===== config.mk =====
export PLATFORM = sky130hd
export DESIGN_NAME = trimmed_mean_filter_top_flat
export DESIGN_NICKNAME = d
export VERILOG_FILES = /design/src/tmf_pkg.sv /design/src/tmf_if.sv /design/src/trimmed_mean_filter_top.sv /design/src/flat_wrapper.sv
export SDC_FILE = /design/constraint.sdc
export NUM_CORES = 1
export LEC_CHECK = 0
export BUFFER_PORTS_ARGS = -buffer_cell sky130_fd_sc_hd__buf_2
export CELL_PAD_IN_SITES_DETAIL_PLACEMENT = 1
export CELL_PAD_IN_SITES_GLOBAL_PLACEMENT = 1
export CORE_MARGIN = 3
export CORE_UTILIZATION = 35
export DETAILED_ROUTE_END_ITERATION = 12
export PLACE_DENSITY = 0.64
export SLEW_MARGIN = 40
export SYNTH_ARGS = -nofsm -noshare
export SYNTH_HDL_FRONTEND = slang
export SYNTH_SLANG_ARGS = --single-unit

===== constraint.sdc =====
create_clock -name clk -period 6.9 [get_ports clk]
set_input_delay 0.345 -clock clk [delete_from_list [all_inputs] [get_ports clk]]
set_output_delay 0.345 -clock clk [all_outputs]
set_load 0.005 [all_outputs]

===== src/tmf_pkg.sv =====
// Shared constants, microcode word type and microcode table of the trimmed mean filter.
package tmf_pkg;

  // Configuration port geometry and register indexes.
  localparam int CFG_W     = 5;
  localparam int CFG_IDX_W = 2;
  localparam logic [CFG_IDX_W-1:0] REG_HIST_LEN = 2'd0;
  localparam logic [CFG_IDX_W-1:0] REG_KEPT     = 2'd1;
  localparam logic [CFG_W-1:0] HIST_LEN_RST = 5'd16;
  localparam logic [CFG_W-1:0] KEPT_RST     = 5'd8;

  // Command codes of the input channel.
  localparam logic CMD_ADD   = 1'b0;
  localparam logic CMD_CLEAR = 1'b1;

  // Sequencer step addresses.
  localparam int STEP_W = 3;
  localparam logic [STEP_W-1:0] ST_IDLE  = 3'd0;
  localparam logic [STEP_W-1:0] ST_READ  = 3'd1;
  localparam logic [STEP_W-1:0] ST_DRAIN = 3'd2;
  localparam logic [STEP_W-1:0] ST_SORT  = 3'd3;
  localparam logic [STEP_W-1:0] ST_SUM   = 3'd4;
  localparam logic [STEP_W-1:0] ST_DIVI  = 3'd5;
  localparam logic [STEP_W-1:0] ST_DIV   = 3'd6;
  localparam logic [STEP_W-1:0] ST_OUT   = 3'd7;

  // Jump conditions.
  localparam logic [1:0] CND_ALWAYS   = 2'd0;
  localparam logic [1:0] CND_CNT_END  = 2'd1;
  localparam logic [1:0] CND_ADD      = 2'd2;
  localparam logic [1:0] CND_OUT_FREE = 2'd3;

  // Step counter limits.
  localparam logic [1:0] LIM_LEN  = 2'd0;
  localparam logic [1:0] LIM_SORT = 2'd1;
  localparam logic [1:0] LIM_SUM  = 2'd2;
  localparam logic [1:0] LIM_DIV  = 2'd3;

  typedef struct packed {
    logic              in_rdy;
    logic              rd_en;
    logic              acc_clr;
    logic              sort_en;
    logic              sum_en;
    logic              div_init;
    logic              div_en;
    logic              out_ld;
    logic [1:0]        cond;
    logic [1:0]        lim;
    logic [STEP_W-1:0] next;
  } ucw_t;

  // The control program: one word per step. A step repeats until its
  // condition holds, then jumps to its successor.
  function automatic ucw_t ucode(input logic [STEP_W-1:0] step);
    ucw_t w;
    w      = '0;
    w.cond = CND_ALWAYS;
    w.lim  = LIM_LEN;
    unique case (step)
      ST_IDLE: begin
        w.in_rdy = 1'b1;
        w.cond   = CND_ADD;
        w.next   = ST_READ;
      end
      ST_READ: begin
        w.rd_en = 1'b1;
        w.cond  = CND_CNT_END;
        w.lim   = LIM_LEN;
        w.next  = ST_DRAIN;
      end
      ST_DRAIN: begin
        w.acc_clr = 1'b1;
        w.next    = ST_SORT;
      end
      ST_SORT: begin
        w.sort_en = 1'b1;
        w.cond    = CND_CNT_END;
        w.lim     = LIM_SORT;
        w.next    = ST_SUM;
      end
      ST_SUM: begin
        w.sum_en = 1'b1;
        w.cond   = CND_CNT_END;
        w.lim    = LIM_SUM;
        w.next   = ST_DIVI;
      end
      ST_DIVI: begin
        w.div_init = 1'b1;
        w.next     = ST_DIV;
      end
      ST_DIV: begin
        w.div_en = 1'b1;
        w.cond   = CND_CNT_END;
        w.lim    = LIM_DIV;
        w.next   = ST_OUT;
      end
      ST_OUT: begin
        w.out_ld = 1'b1;
        w.cond   = CND_OUT_FREE;
        w.next   = ST_IDLE;
      end
    endcase
    return w;
  endfunction

endpackage


===== src/tmf_if.sv =====
// Valid/ready stream interfaces for the filter's input and result channels.
interface tmf_in_if #(parameter int SAMPLE_BITS = 16);
  logic                          valid;
  logic                          ready;
  logic                          command;
  logic signed [SAMPLE_BITS-1:0] sample;

  modport source (output valid, command, sample, input ready);
  modport sink   (input valid, command, sample, output ready);
endinterface

interface tmf_out_if #(parameter int SAMPLE_BITS = 16);
  logic                          valid;
  logic                          ready;
  logic signed [SAMPLE_BITS-1:0] mean;

  modport source (output valid, mean, input ready);
  modport sink   (input valid, mean, output ready);
endinterface


===== src/trimmed_mean_filter_top.sv =====
// Trimmed mean filter: sample ring, microcoded sort, windowed sum and divider.
//
//   Channel   Direction  Handshake          Payload
//   in_s      sink       valid/ready        command (1), sample (SAMPLE_BITS, signed)
//   out_s     source     valid/ready        mean (SAMPLE_BITS, signed)
//   cfg_*     sink       cfg_we only        cfg_index (2), cfg_wdata (5)
//
// A clear command empties the ring and produces no result. An add command runs
// the read, drain, sort, sum, divider set-up, divide and output steps until the
// result is in the output register. Its pace is set by the single read port of
// the ring, the L + 1 passes of the odd-even sort, where L is the effective
// history length, and the one-bit-a-cycle divider. Reset is synchronous and
// active low; it empties the ring through its valid bits. A result waiting in
// the output register does not block the next input transfer; only a second
// result stalls the sequencer.
module trimmed_mean_filter_top #(
  parameter int MAX_LENGTH  = 16,
  parameter int SAMPLE_BITS = 16
) (
  input  logic                           clk,
  input  logic                           rst_n,
  tmf_in_if.sink                         in_s,
  tmf_out_if.source                      out_s,
  input  logic                           cfg_we,
  input  logic [tmf_pkg::CFG_IDX_W-1:0]  cfg_index,
  input  logic [tmf_pkg::CFG_W-1:0]      cfg_wdata
);

  localparam int IDX_W = (MAX_LENGTH > 1) ? $clog2(MAX_LENGTH) : 1;
  localparam int LEN_W = $clog2(MAX_LENGTH + 1);
  localparam int EXT_W = (LEN_W > tmf_pkg::CFG_W) ? LEN_W : tmf_pkg::CFG_W;
  localparam int SUM_W = SAMPLE_BITS + LEN_W;
  localparam int CNT_W = $clog2(((MAX_LENGTH + 1) > SUM_W) ? (MAX_LENGTH + 1) : SUM_W);

  // Configuration registers.
  logic [tmf_pkg::CFG_W-1:0] hist_len_r;
  logic [tmf_pkg::CFG_W-1:0] kept_r;

  always_ff @(posedge clk) begin
    if (!rst_n) begin
      hist_len_r <= tmf_pkg::HIST_LEN_RST;
      kept_r     <= tmf_pkg::KEPT_RST;
    end else if (cfg_we) begin
      if (cfg_index == tmf_pkg::REG_HIST_LEN) begin
        hist_len_r <= cfg_wdata;
      end else if (cfg_index == tmf_pkg::REG_KEPT) begin
        kept_r <= cfg_wdata;
      end
    end
  end

  // Effective length and kept count, and the window that follows from them.
  // A zero length or count acts as one; the count never exceeds the length.
  logic [EXT_W-1:0] hl_x;
  logic [EXT_W-1:0] kc_x;
  logic [LEN_W-1:0] eff_len;
  logic [LEN_W-1:0] kept_eff;
  logic [LEN_W-1:0] trim;
  logic [LEN_W-1:0] skip;
  logic [LEN_W-1:0] top_skip;
  logic [LEN_W-1:0] sum_last;

  always_comb begin
    hl_x = EXT_W'(hist_len_r);
    if (hl_x == '0) begin
      hl_x = EXT_W'(1);
    end
    if (hl_x > EXT_W'(MAX_LENGTH)) begin
      hl_x = EXT_W'(MAX_LENGTH);
    end
    eff_len = LEN_W'(hl_x);
    kc_x = EXT_W'(kept_r);
    if (kc_x == '0) begin
      kc_x = EXT_W'(1);
    end
    if (kc_x > EXT_W'(eff_len)) begin
      kc_x = EXT_W'(eff_len);
    end
    kept_eff = LEN_W'(kc_x);
    trim     = eff_len - kept_eff;
    skip     = trim >> 1;
    // The sum step reads the sorted entries from the largest down, so the
    // entries dropped at the top are the larger half of the trimmed ones.
    top_skip = trim - skip;
    sum_last = eff_len - skip - LEN_W'(1);
  end

  // Sequencer: step address, step counter and the current control word.
  logic [tmf_pkg::STEP_W-1:0] step_r;
  logic [CNT_W-1:0]           cnt_r;
  tmf_pkg::ucw_t              uw;
  logic                       cond_ok;
  logic [CNT_W-1:0]           lim_val;
  logic                       in_xfer;
  logic                       add_xfer;
  logic                       out_free;
  logic                       out_valid_r;
  logic signed [SAMPLE_BITS-1:0] out_mean_r;

  assign uw       = tmf_pkg::ucode(step_r);
  assign in_s.ready = uw.in_rdy;
  assign in_xfer  = in_s.valid && uw.in_rdy;
  assign add_xfer = in_xfer && (in_s.command == tmf_pkg::CMD_ADD);
  assign out_free = !out_valid_r || out_s.ready;

  always_comb begin
    unique case (uw.lim)
      tmf_pkg::LIM_LEN:  lim_val = CNT_W'(eff_len) - CNT_W'(1);
      tmf_pkg::LIM_SORT: lim_val = CNT_W'(eff_len);
      tmf_pkg::LIM_SUM:  lim_val = CNT_W'(sum_last);
      tmf_pkg::LIM_DIV:  lim_val = CNT_W'(SUM_W - 1);
    endcase
    unique case (uw.cond)
      tmf_pkg::CND_ALWAYS:   cond_ok = 1'b1;
      tmf_pkg::CND_CNT_END:  cond_ok = (cnt_r == lim_val);
      tmf_pkg::CND_ADD:      cond_ok = add_xfer;
      tmf_pkg::CND_OUT_FREE: cond_ok = out_free;
    endcase
  end

  // Every jump clears the counter, so each step starts counting from zero.
  always_ff @(posedge clk) begin
    if (!rst_n) begin
      step_r <= tmf_pkg::ST_IDLE;
      cnt_r  <= '0;
    end else begin
      step_r <= cond_ok ? uw.next : step_r;
      cnt_r  <= cond_ok ? '0 : cnt_r + CNT_W'(1);
    end
  end

  // Sample ring. Entries without a valid bit read as zero, which covers both
  // reset and the clear command without a sweep.
  logic [SAMPLE_BITS-1:0] ring_mem [MAX_LENGTH];
  logic [MAX_LENGTH-1:0]  ring_vld_r;
  logic [IDX_W-1:0]       wpos_r;
  logic [LEN_W-1:0]       pos_eff;
  logic [LEN_W-1:0]       pos_inc;
  logic [LEN_W-1:0]       pos_nxt;

  always_comb begin
    // A write position left beyond a lowered length restarts at entry zero.
    pos_eff = (LEN_W'(wpos_r) >= eff_len) ? '0 : LEN_W'(wpos_r);
    pos_inc = pos_eff + LEN_W'(1);
    pos_nxt = (pos_inc >= eff_len) ? '0 : pos_inc;
  end

  always_ff @(posedge clk) begin
    if (add_xfer) begin
      ring_mem[pos_eff[IDX_W-1:0]] <= in_s.sample;
    end
  end

  always_ff @(posedge clk) begin
    if (!rst_n) begin
      ring_vld_r <= '0;
      wpos_r     <= '0;
    end else if (in_xfer) begin
      if (in_s.command == tmf_pkg::CMD_CLEAR) begin
        ring_vld_r <= '0;
      end else begin
        ring_vld_r[pos_eff[IDX_W-1:0]] <= 1'b1;
        wpos_r <= IDX_W'(pos_nxt);
      end
    end
  end

  // Registered read port, addressed by the step counter during the read step.
  logic [SAMPLE_BITS-1:0]        rd_data_r;
  logic                          rd_ok_r;
  logic                          rd_vld_r;
  logic signed [SAMPLE_BITS-1:0] load_val;

  always_ff @(posedge clk) begin
    rd_data_r <= ring_mem[cnt_r[IDX_W-1:0]];
    rd_ok_r   <= ring_vld_r[cnt_r[IDX_W-1:0]];
  end

  always_ff @(posedge clk) begin
    if (!rst_n) begin
      rd_vld_r <= 1'b0;
    end else begin
      rd_vld_r <= uw.rd_en;
    end
  end

  assign load_val = rd_ok_r ? signed'(rd_data_r) : '0;

  // Work lanes. Loaded entries shift in from the top, so the live window is
  // the upper L lanes and dead lanes stay below it through the sort.
  logic signed [SAMPLE_BITS-1:0] work_v_r [MAX_LENGTH];
  logic [MAX_LENGTH-1:0]         work_live_r;
  logic signed [SAMPLE_BITS-1:0] sort_v [MAX_LENGTH];

  // One odd-even transposition pass; the counter's low bit picks the pairs.
  always_comb begin
    for (int i = 0; i < MAX_LENGTH; i++) begin
      sort_v[i] = work_v_r[i];
    end
    for (int i = 0; i < MAX_LENGTH - 1; i++) begin
      if ((i[0] == cnt_r[0]) && work_live_r[i] && (work_v_r[i] > work_v_r[i+1])) begin
        sort_v[i]   = work_v_r[i+1];
        sort_v[i+1] = work_v_r[i];
      end
    end
  end

  always_ff @(posedge clk) begin
    if (!rst_n) begin
      work_live_r <= '0;
    end else if (in_xfer) begin
      work_live_r <= '0;
    end else if (rd_vld_r) begin
      work_live_r <= {1'b1, work_live_r[MAX_LENGTH-1:1]};
    end
  end

  always_ff @(posedge clk) begin
    if (rd_vld_r) begin
      for (int i = 0; i < MAX_LENGTH - 1; i++) begin
        work_v_r[i] <= work_v_r[i+1];
      end
      work_v_r[MAX_LENGTH-1] <= load_val;
    end else if (uw.sort_en) begin
      work_v_r <= sort_v;
    end else if (uw.sum_en) begin
      for (int i = 1; i < MAX_LENGTH; i++) begin
        work_v_r[i] <= work_v_r[i-1];
      end
    end
  end

  // Windowed sum over the sorted lanes, read at the top lane.
  logic signed [SUM_W-1:0] acc_r;
  logic signed [SUM_W-1:0] top_ext;

  assign top_ext = SUM_W'(work_v_r[MAX_LENGTH-1]);

  always_ff @(posedge clk) begin
    if (uw.acc_clr) begin
      acc_r <= '0;
    end else if (uw.sum_en && (cnt_r >= CNT_W'(top_skip))) begin
      acc_r <= acc_r + top_ext;
    end
  end

  // Restoring divider on the magnitude of the sum, one quotient bit a cycle.
  logic [SUM_W-1:0] dq_r;
  logic [LEN_W-1:0] rem_r;
  logic             neg_r;
  logic [LEN_W:0]   div_try;
  logic             div_ge;

  assign div_try = {rem_r, dq_r[SUM_W-1]};
  assign div_ge  = (div_try >= {1'b0, kept_eff});

  always_ff @(posedge clk) begin
    if (uw.div_init) begin
      neg_r <= acc_r[SUM_W-1];
      dq_r  <= acc_r[SUM_W-1] ? SUM_W'(-acc_r) : SUM_W'(acc_r);
      rem_r <= '0;
    end else if (uw.div_en) begin
      rem_r <= div_ge ? LEN_W'(div_try - {1'b0, kept_eff}) : div_try[LEN_W-1:0];
      dq_r  <= {dq_r[SUM_W-2:0], div_ge};
    end
  end

  // Output register; it is loaded only when empty or being emptied.
  always_ff @(posedge clk) begin
    if (!rst_n) begin
      out_valid_r <= 1'b0;
    end else if (uw.out_ld && cond_ok) begin
      out_valid_r <= 1'b1;
    end else if (out_s.ready) begin
      out_valid_r <= 1'b0;
    end
  end

  always_ff @(posedge clk) begin
    if (uw.out_ld && cond_ok) begin
      out_mean_r <= neg_r ? -signed'(dq_r[SAMPLE_BITS-1:0]) : signed'(dq_r[SAMPLE_BITS-1:0]);
    end
  end

  assign out_s.valid = out_valid_r;
  assign out_s.mean  = out_mean_r;

endmodule


===== src/flat_wrapper.sv =====
// flat-port wrapper written by rule: the top's interface ports become plain ports
module trimmed_mean_filter_top_flat 
#(
  parameter int MAX_LENGTH  = 16,
  parameter int SAMPLE_BITS = 16
)
  (clk, rst_n, cfg_we, cfg_index, cfg_wdata, in_s_valid, in_s_command, in_s_sample, in_s_ready, out_s_valid, out_s_mean, out_s_ready);
  tmf_in_if #(.SAMPLE_BITS(SAMPLE_BITS)) in_s_i ();
  tmf_out_if #(.SAMPLE_BITS(SAMPLE_BITS)) out_s_i ();
  input  logic clk;
  input  logic rst_n;
  input  logic cfg_we;
  input  logic [tmf_pkg::CFG_IDX_W-1:0] cfg_index;
  input  logic [tmf_pkg::CFG_W-1:0] cfg_wdata;
  input wire logic [$bits(in_s_i.valid)-1:0] in_s_valid;
  input wire logic [$bits(in_s_i.command)-1:0] in_s_command;
  input wire logic [$bits(in_s_i.sample)-1:0] in_s_sample;
  output wire logic [$bits(in_s_i.ready)-1:0] in_s_ready;
  output wire logic [$bits(out_s_i.valid)-1:0] out_s_valid;
  output wire logic [$bits(out_s_i.mean)-1:0] out_s_mean;
  input wire logic [$bits(out_s_i.ready)-1:0] out_s_ready;
  assign in_s_i.valid = in_s_valid;
  assign in_s_i.command = in_s_command;
  assign in_s_i.sample = in_s_sample;
  assign in_s_ready = in_s_i.ready;
  assign out_s_valid = out_s_i.valid;
  assign out_s_mean = out_s_i.mean;
  assign out_s_i.ready = out_s_ready;
  trimmed_mean_filter_top #(.MAX_LENGTH(MAX_LENGTH), .SAMPLE_BITS(SAMPLE_BITS)) u_core (.clk(clk), .rst_n(rst_n), .in_s(in_s_i), .out_s(out_s_i), .cfg_we(cfg_we), .cfg_index(cfg_index), .cfg_wdata(cfg_wdata));
endmodule

======== Word-level counts from Yosys, hierarchy flattened ========
Memories as Yosys holds them, arrays and structs flattened. A register that Yosys moved wholly into a read port is not among the register bits.
Index checks and enable logic that the tools add are counted.
cells by class
  equal/unequal tests ..................... 30
  reduce and logical (&&, ||, !) cells .... 70
  $add $sub $neg .......................... 11
  $lt $le $gt $ge ......................... 24
  multiplexer cells ....................... 53
  bitwise logic cells ..................... 5
operator list
  kind                                                                           number
  240-bit 2-to-1 mux                                                             2
  32-bit 2-to-1 mux                                                              15
  256-bit 2-to-1 mux                                                             1
  16-bit > comparator                                                            15
  16-bit 2-to-1 mux                                                              4
  21-bit 2-to-1 mux                                                              3
  4-bit inequality test (second input constant)                                  14
  2-bit AND reduction                                                            18
  1-bit logical AND                                                              35
  5-bit 2-to-1 mux                                                               5
  3-bit one-hot mux with 8 select lines                                          1
  21-bit by 16-bit adder with 21-bit output                                      1
  21-bit negator                                                                 1
  5-bit one-hot mux with 4 select lines                                          1
  16-bit negator                                                                 1
  16-bit bitwise OR                                                              1
  1-bit 2-to-1 mux                                                               14
  3-bit == test (second input constant)                                          4
  2-bit one-hot mux with 3 select lines                                          2
  5-bit >= comparator                                                            2
  5-bit logical NOT                                                              2
  4-bit by 5-bit less-than comparator with 1-bit output (second input constant)  2
  5-bit by 1-bit subtractor with 5-bit output (second input constant)            2
  5-bit by 4-bit subtractor with 5-bit output                                    2
  28 further kinds                                                               45
storage, ports and cells
  bits in writable memories ............... 256
  register bits after elaboration ......... 377
  output and inout bits ................... 18
  memories kept ........................... 1
memory list
  name             words  bits a word  read ports  clocked after Yosys merged registers in  wr ports  line                            RTL
  u_core.ring_mem  16     16           1           1                                        1         trimmed_mean_filter_top.sv:134  logic [SAMPLE_BITS-1:0] ring_mem [MAX_LENGTH];

======== Logic depth before layout (Yosys ltp) ========
  depth in word-level cells ............... 20
  mapped depth ............................ 30
  gate-level depth less buffers ........... 27

======== Worst setup path after synthesis ========
No wires, ideal clock.
  path kind ............................... reg-to-reg
  from .................................... reg u_core.hist_len_r[4] in the netlist's numbering
  to ...................................... reg u_core.acc_r[10]
  clock period less this slack ............ 5.884 ns
  cell stages (with the launch flop) ...... 29
  data arrival time ....................... 5.814 ns
  setup slack ............................. 1.016 ns
  cells stage by stage .................... dfxtp_1 > buf_2 > inv_1 > nand2_1 > ha_1 > nor2b_1 > o21a_1 > o21ai_0 > nand2b_1 > a21oi_1 > a31oi_1 > nor3_1 > a21oi_1 > ha_1 > fa_1 > xnor2_1 > inv_1 > fa_1 > xnor2_1 > xnor2_1 > ha_1 > a21o_1 > a21o_1 > a21oi_1 > nand2b_1 > clkbuf_1 > buf_1 > nand2_1 > a21oi_1
on the way
  word-level cells in the longest chain between the ends .. 10
ends and longest elaborated chain
  item                                             line                            RTL
  start, declared                                  trimmed_mean_filter_top.sv:36   logic [tmf_pkg::CFG_W-1:0] hist_len_r;
  start signal, assigned                           trimmed_mean_filter_top.sv:41   hist_len_r <= tmf_pkg::HIST_LEN_RST;
  start signal, assigned                           trimmed_mean_filter_top.sv:45   hist_len_r <= cfg_wdata;
  5-bit logical NOT                                trimmed_mean_filter_top.sv:65   if (hl_x == '0) begin
  5-bit 2-to-1 mux (*)                             trimmed_mean_filter_top.sv:65
  5-bit > comparator                               trimmed_mean_filter_top.sv:68   if (hl_x > EXT_W'(MAX_LENGTH)) begin
  5-bit 2-to-1 mux (*)                             trimmed_mean_filter_top.sv:68
  5-bit > comparator                               trimmed_mean_filter_top.sv:76   if (kc_x > EXT_W'(eff_len)) begin
  5-bit 2-to-1 mux                                 trimmed_mean_filter_top.sv:76
  5-bit subtractor (*)                             trimmed_mean_filter_top.sv:80   trim = eff_len - kept_eff;
  5-bit by 4-bit subtractor with 5-bit output (*)  trimmed_mean_filter_top.sv:84   top_skip = trim - skip;
  5-bit >= comparator (*)                          trimmed_mean_filter_top.sv:242  end else if (uw.sum_en && (cnt_r >= CNT_W'(top_skip))) begin
  1-bit logical AND (*)                            trimmed_mean_filter_top.sv:242
  end signal, assigned                             trimmed_mean_filter_top.sv:243  acc_r <= acc_r + top_ext;
  end, declared                                    trimmed_mean_filter_top.sv:234  logic signed [SUM_W-1:0] acc_r;
Mark *: on every way between the ends. The rest lies on a longest branch, timed or not.
A chain may end at the register's enable or synchronous reset.

======== Final worst setup path ========
  from .................................... reg u_core.hist_len_r[2] in the netlist's numbering
  to ...................................... reg u_core.acc_r[15]
The elaborated chain is that of the path after synthesis.

==> results_dict.tcl <==
set metrics [dict create \
    synth_fp_nets 3159 \
    grt-ovfl-total 0 \
    rr_endpoint "u_core.acc_r[15]" \
    netlist_area_um2 34900 \
    grt_pass1_vias 25200 \
    yosys.area.top_type "edfxtp_1" \
    synth_cell_types 77 \
    max_freq_mhz 157 \
    wl_per_cell_um 22.3 \
    swShare_pct 34.6 \
    r2r_start "u_core.hist_len_r[2]" \
    setup.worst_path.start_class "flop" \
    power_frac_seq_pct 41.0 \
    clockRootBuffer "clkbuf_16" \
    core_um2 98600 \
    syn2layout_area_growth_pct 13.1 \
    worst-path-max-fanout 20 \
    placementRows 115 \
    maxCapViolCount 0 \
    syn_avg_cell_area_um2 12.4 \
    synth_flop_cell "edfxtp_1" \
    leakagePower_nw 15.5 \
    synth_edf_count 550 \
    p_clk_share_pct 27.6 \
    drc_errors 0 \
    drive_above_1_share_pct 12.9 \
    post_cts_buffers 0 \
    setup_viol 0 \
    synth_seq_cells 649 \
    internal-power_mw 9.48 \
    grt_max_degree 71 \
    slew_headroom_pct 43.2 \
    drt_iter0_drc 1215 \
    viasPerCell 5.53 \
    cts-htree-levels 3 \
    yosys_warnings 0 \
    place_hpwl_mm 67.8 \
    tightest_slew_ns 0.852 \
    worstSetupEndpointType "flop" \
    yosysSeqAreaShare_pct 53.0 \
    finalHoldViolations 0 \
    netlist.area_leader.share_pct 47.3 \
    num_io_pins 47 \
    cts_buffer_depth 3 \
    reg2reg_slack_ns 0.52 \
    grt_pass1_wl_mm 148 \
    yosysMostFrequentCell "edfxtp_1" \
    period_minus_slack_ns 6.38 \
    cts.sinks 649 \
    nets 3238 \
    power.switching_mw 5.01 \
    ys_top_cells_by_count "edfxtp_1 (550), ha_1 (306), inv_1 (296), a22o_1 (176), nand2_1 (163)" \
    startpoint "u_core.hist_len_r[2]" \
    grt_setup_unrepaired "false" \
    nFillCells 10300 \
    endpoint "u_core.acc_r[15]" \
    fin_tns_setup_ns 0 \
    yosys-top-cells-area "edfxtp_1 (47%), ha_1 (11%), dfxtp_1 (5.7%), mux4_2 (5.5%), a22o_1 (4.4%)" \
    total_power_mw 14.5 \
    grt_antenna_before_repair 4 \
    critical_path_class "flop to flop" \
    cts_tree "yes" \
    gr-usage-all-layers_pct 18.2 \
    peakVddDrop_mv 0.217 \
    die_x_um 322 \
    start_util_pct 35.4 \
    hp-class "input pin to flop" \
    clk_pin_slew_ns 0.06 \
    power_density_nw_per_um2 367 \
    reg2regPathDepth 27 \
    fp.dieArea_um2 104000 \
    drv_slew 0 \
    power_frac_comb_pct 31.4 \
    worstPathArrival_ns 6.90 \
    postSynthCellCount 2819 \
    required_ns 7.43 \
    clk_latency_ns 0.66 \
    gp_congestion 0.830 \
    postRouteAntennaNets 0 \
    numPortBuffers 46 \
    dr.pass1.iters 5 \
    async_flop_share_pct 0 \
    period_share_pct 92.4 \
    wl_mm 94.9 \
    cts_buffers 76 \
    fin_skew_ns 0.0412 \
    status "finished clean" \
    num_vias 23500 \
    die_h_um 322 \
]
flip-flops by register name (all words and copies together), names as in the netlist, 3 cells and up:
| name | count |
|---|---|
| u_core.ring_mem | 256 |
| u_core.ring_vld_r | 16 |
| u_core.rem_r | 5 |
| u_core.cnt_r | 5 |
| u_core.step_r | 3 |
| u_core.acc_r | 21 |
| u_core.work_v_r | 240 |
| u_core.top_ext | 16 |
| u_core.dq_r | 21 |
| u_core.wpos_r | 4 |
| u_core.rd_data_r | 16 |
| u_core.hist_len_r | 5 |
| u_core.kept_r | 5 |
| u_core.out_s.mean | 16 |
| u_core.work_live_r | 16 |
routing by layer:
metal,global-route usage [%],share of wire [%]
met1,23.8,45
met2,31.6,49
met3,2.68,3.6
met4,4.79,2.2
met5,0,0.033
kinds of logic (layout without fill, tap and decap cells):
group,Yosys count,after routing,synth area share (%)
AO/OA/AOI/OAI,718,718,14.9
flip-flops,649,649,53.0
AND/OR/NAND/NOR,537,537,7.83
buffers and inverters,404,547,4.40
adder cells (fa/ha/maj),311,311,11.3
multiplexers,135,135,6.98
XOR/XNOR,65,65,1.67
other,0,3,0
worst min path at each step:
stage	from	end	slack, ns	depth (start not counted)
finish	in_s_sample[10]	u_core.ring_mem[10][10]	0.06	1
global placement	u_core.rem_r[4]	u_core.rem_r[4]	0.44	2
global route	in_s_sample[8]	u_core.ring_mem[13][8]	0.04	1
floorplan	u_core.rem_r[4]	u_core.rem_r[4]	0.42	2
CTS	in_s_sample[6]	u_core.ring_mem[13][6]	0.009	1
detailed placement	u_core.work_live_r[15]	u_core.work_live_r[15]	0.47	2
layout by cell type (no fill, tap or decap), types with 53 or more instances in the layout:
master / netlist / routed
nand2_1: 163 / 163
nor2_1: 92 / 79
mux4_2: 85 / 85
inv_1: 296 / 295
a21o_1: 85 / 85
o21ai_0: 97 / 94
buf_4: 0 / 53
a22o_1: 176 / 176
edfxtp_1: 550 / 550
a21oi_1: 125 / 120
dfxtp_1: 99 / 95
ha_1: 306 / 306
clkbuf_16: 0 / 78
critical path, cell delays in order (launching register included):
cell and delay (ns):
dfxtp_1 0.35, nor3_1 0.18, o21ai_1 0.10, buf_4 0.18
inv_1 0.16, ha_1 0.19, nor2b_1 0.05, o21a_1 0.16
o21ai_0 0.15, nand2b_1 0.08, a21oi_1 0.30, a31oi_1 0.19
nor3_1 0.23, a21oi_1 0.09, ha_1 0.26, fa_1 0.44
xnor2_2 0.36, inv_1 0.20, fa_1 0.46, xnor2_1 0.27
xnor2_1 0.17, ha_1 0.26, a21o_1 0.16, a21o_1 0.19
a21oi_1 0.39, nand2b_4 0.37, nor3_1 0.09, nand4b_1 0.17
metrics by stage:
stage                     util (%)  setup WS (ns)  hold slack, ns  cell area (um2)  cells
after floorplan                  -           1.02           0.420            34900   2819
after global placement        37.3          0.331           0.443            36800   4102
after detailed placement      37.4         0.0984           0.469            36900   4102
after CTS                     40.0         0.0300         0.00926            39400   4249
after global routing          40.0         0.0860          0.0364            39500   4250
final                         40.0          0.524          0.0644            39500   4252
layout make-up:
type	instances	area, um2	area share (%)
inverter	299	1120	2.84
tap	1287	1610	4.08
timing repair buffer	106	701	1.78
multi-input combinational	1766	15000	38.1
sequential	649	18500	46.9
antenna	3	7.51	0.0190
clock buffer	102	2070	5.25
clock inverter	40	424	1.07
power by group through the flow:
stage	Combinational, mW	Clock, mW	Sequential (mW)
after global placement	4.24	0	6.01
after CTS	4.58	4.11	5.96
final	4.55	4.00	5.95
after floorplan	3.39	0	5.58
after global routing	5.10	4.26	6.03
after detailed placement	4.53	0	6.03
repair_timing:
item                                    CTS  global route
gates resized for setup                   0             3
endpoints found under the setup margin    0            36
hold endpoints to repair                 10             0
hold buffers                              5             0
Note: power is estimated with default switching activity, not from simulation.
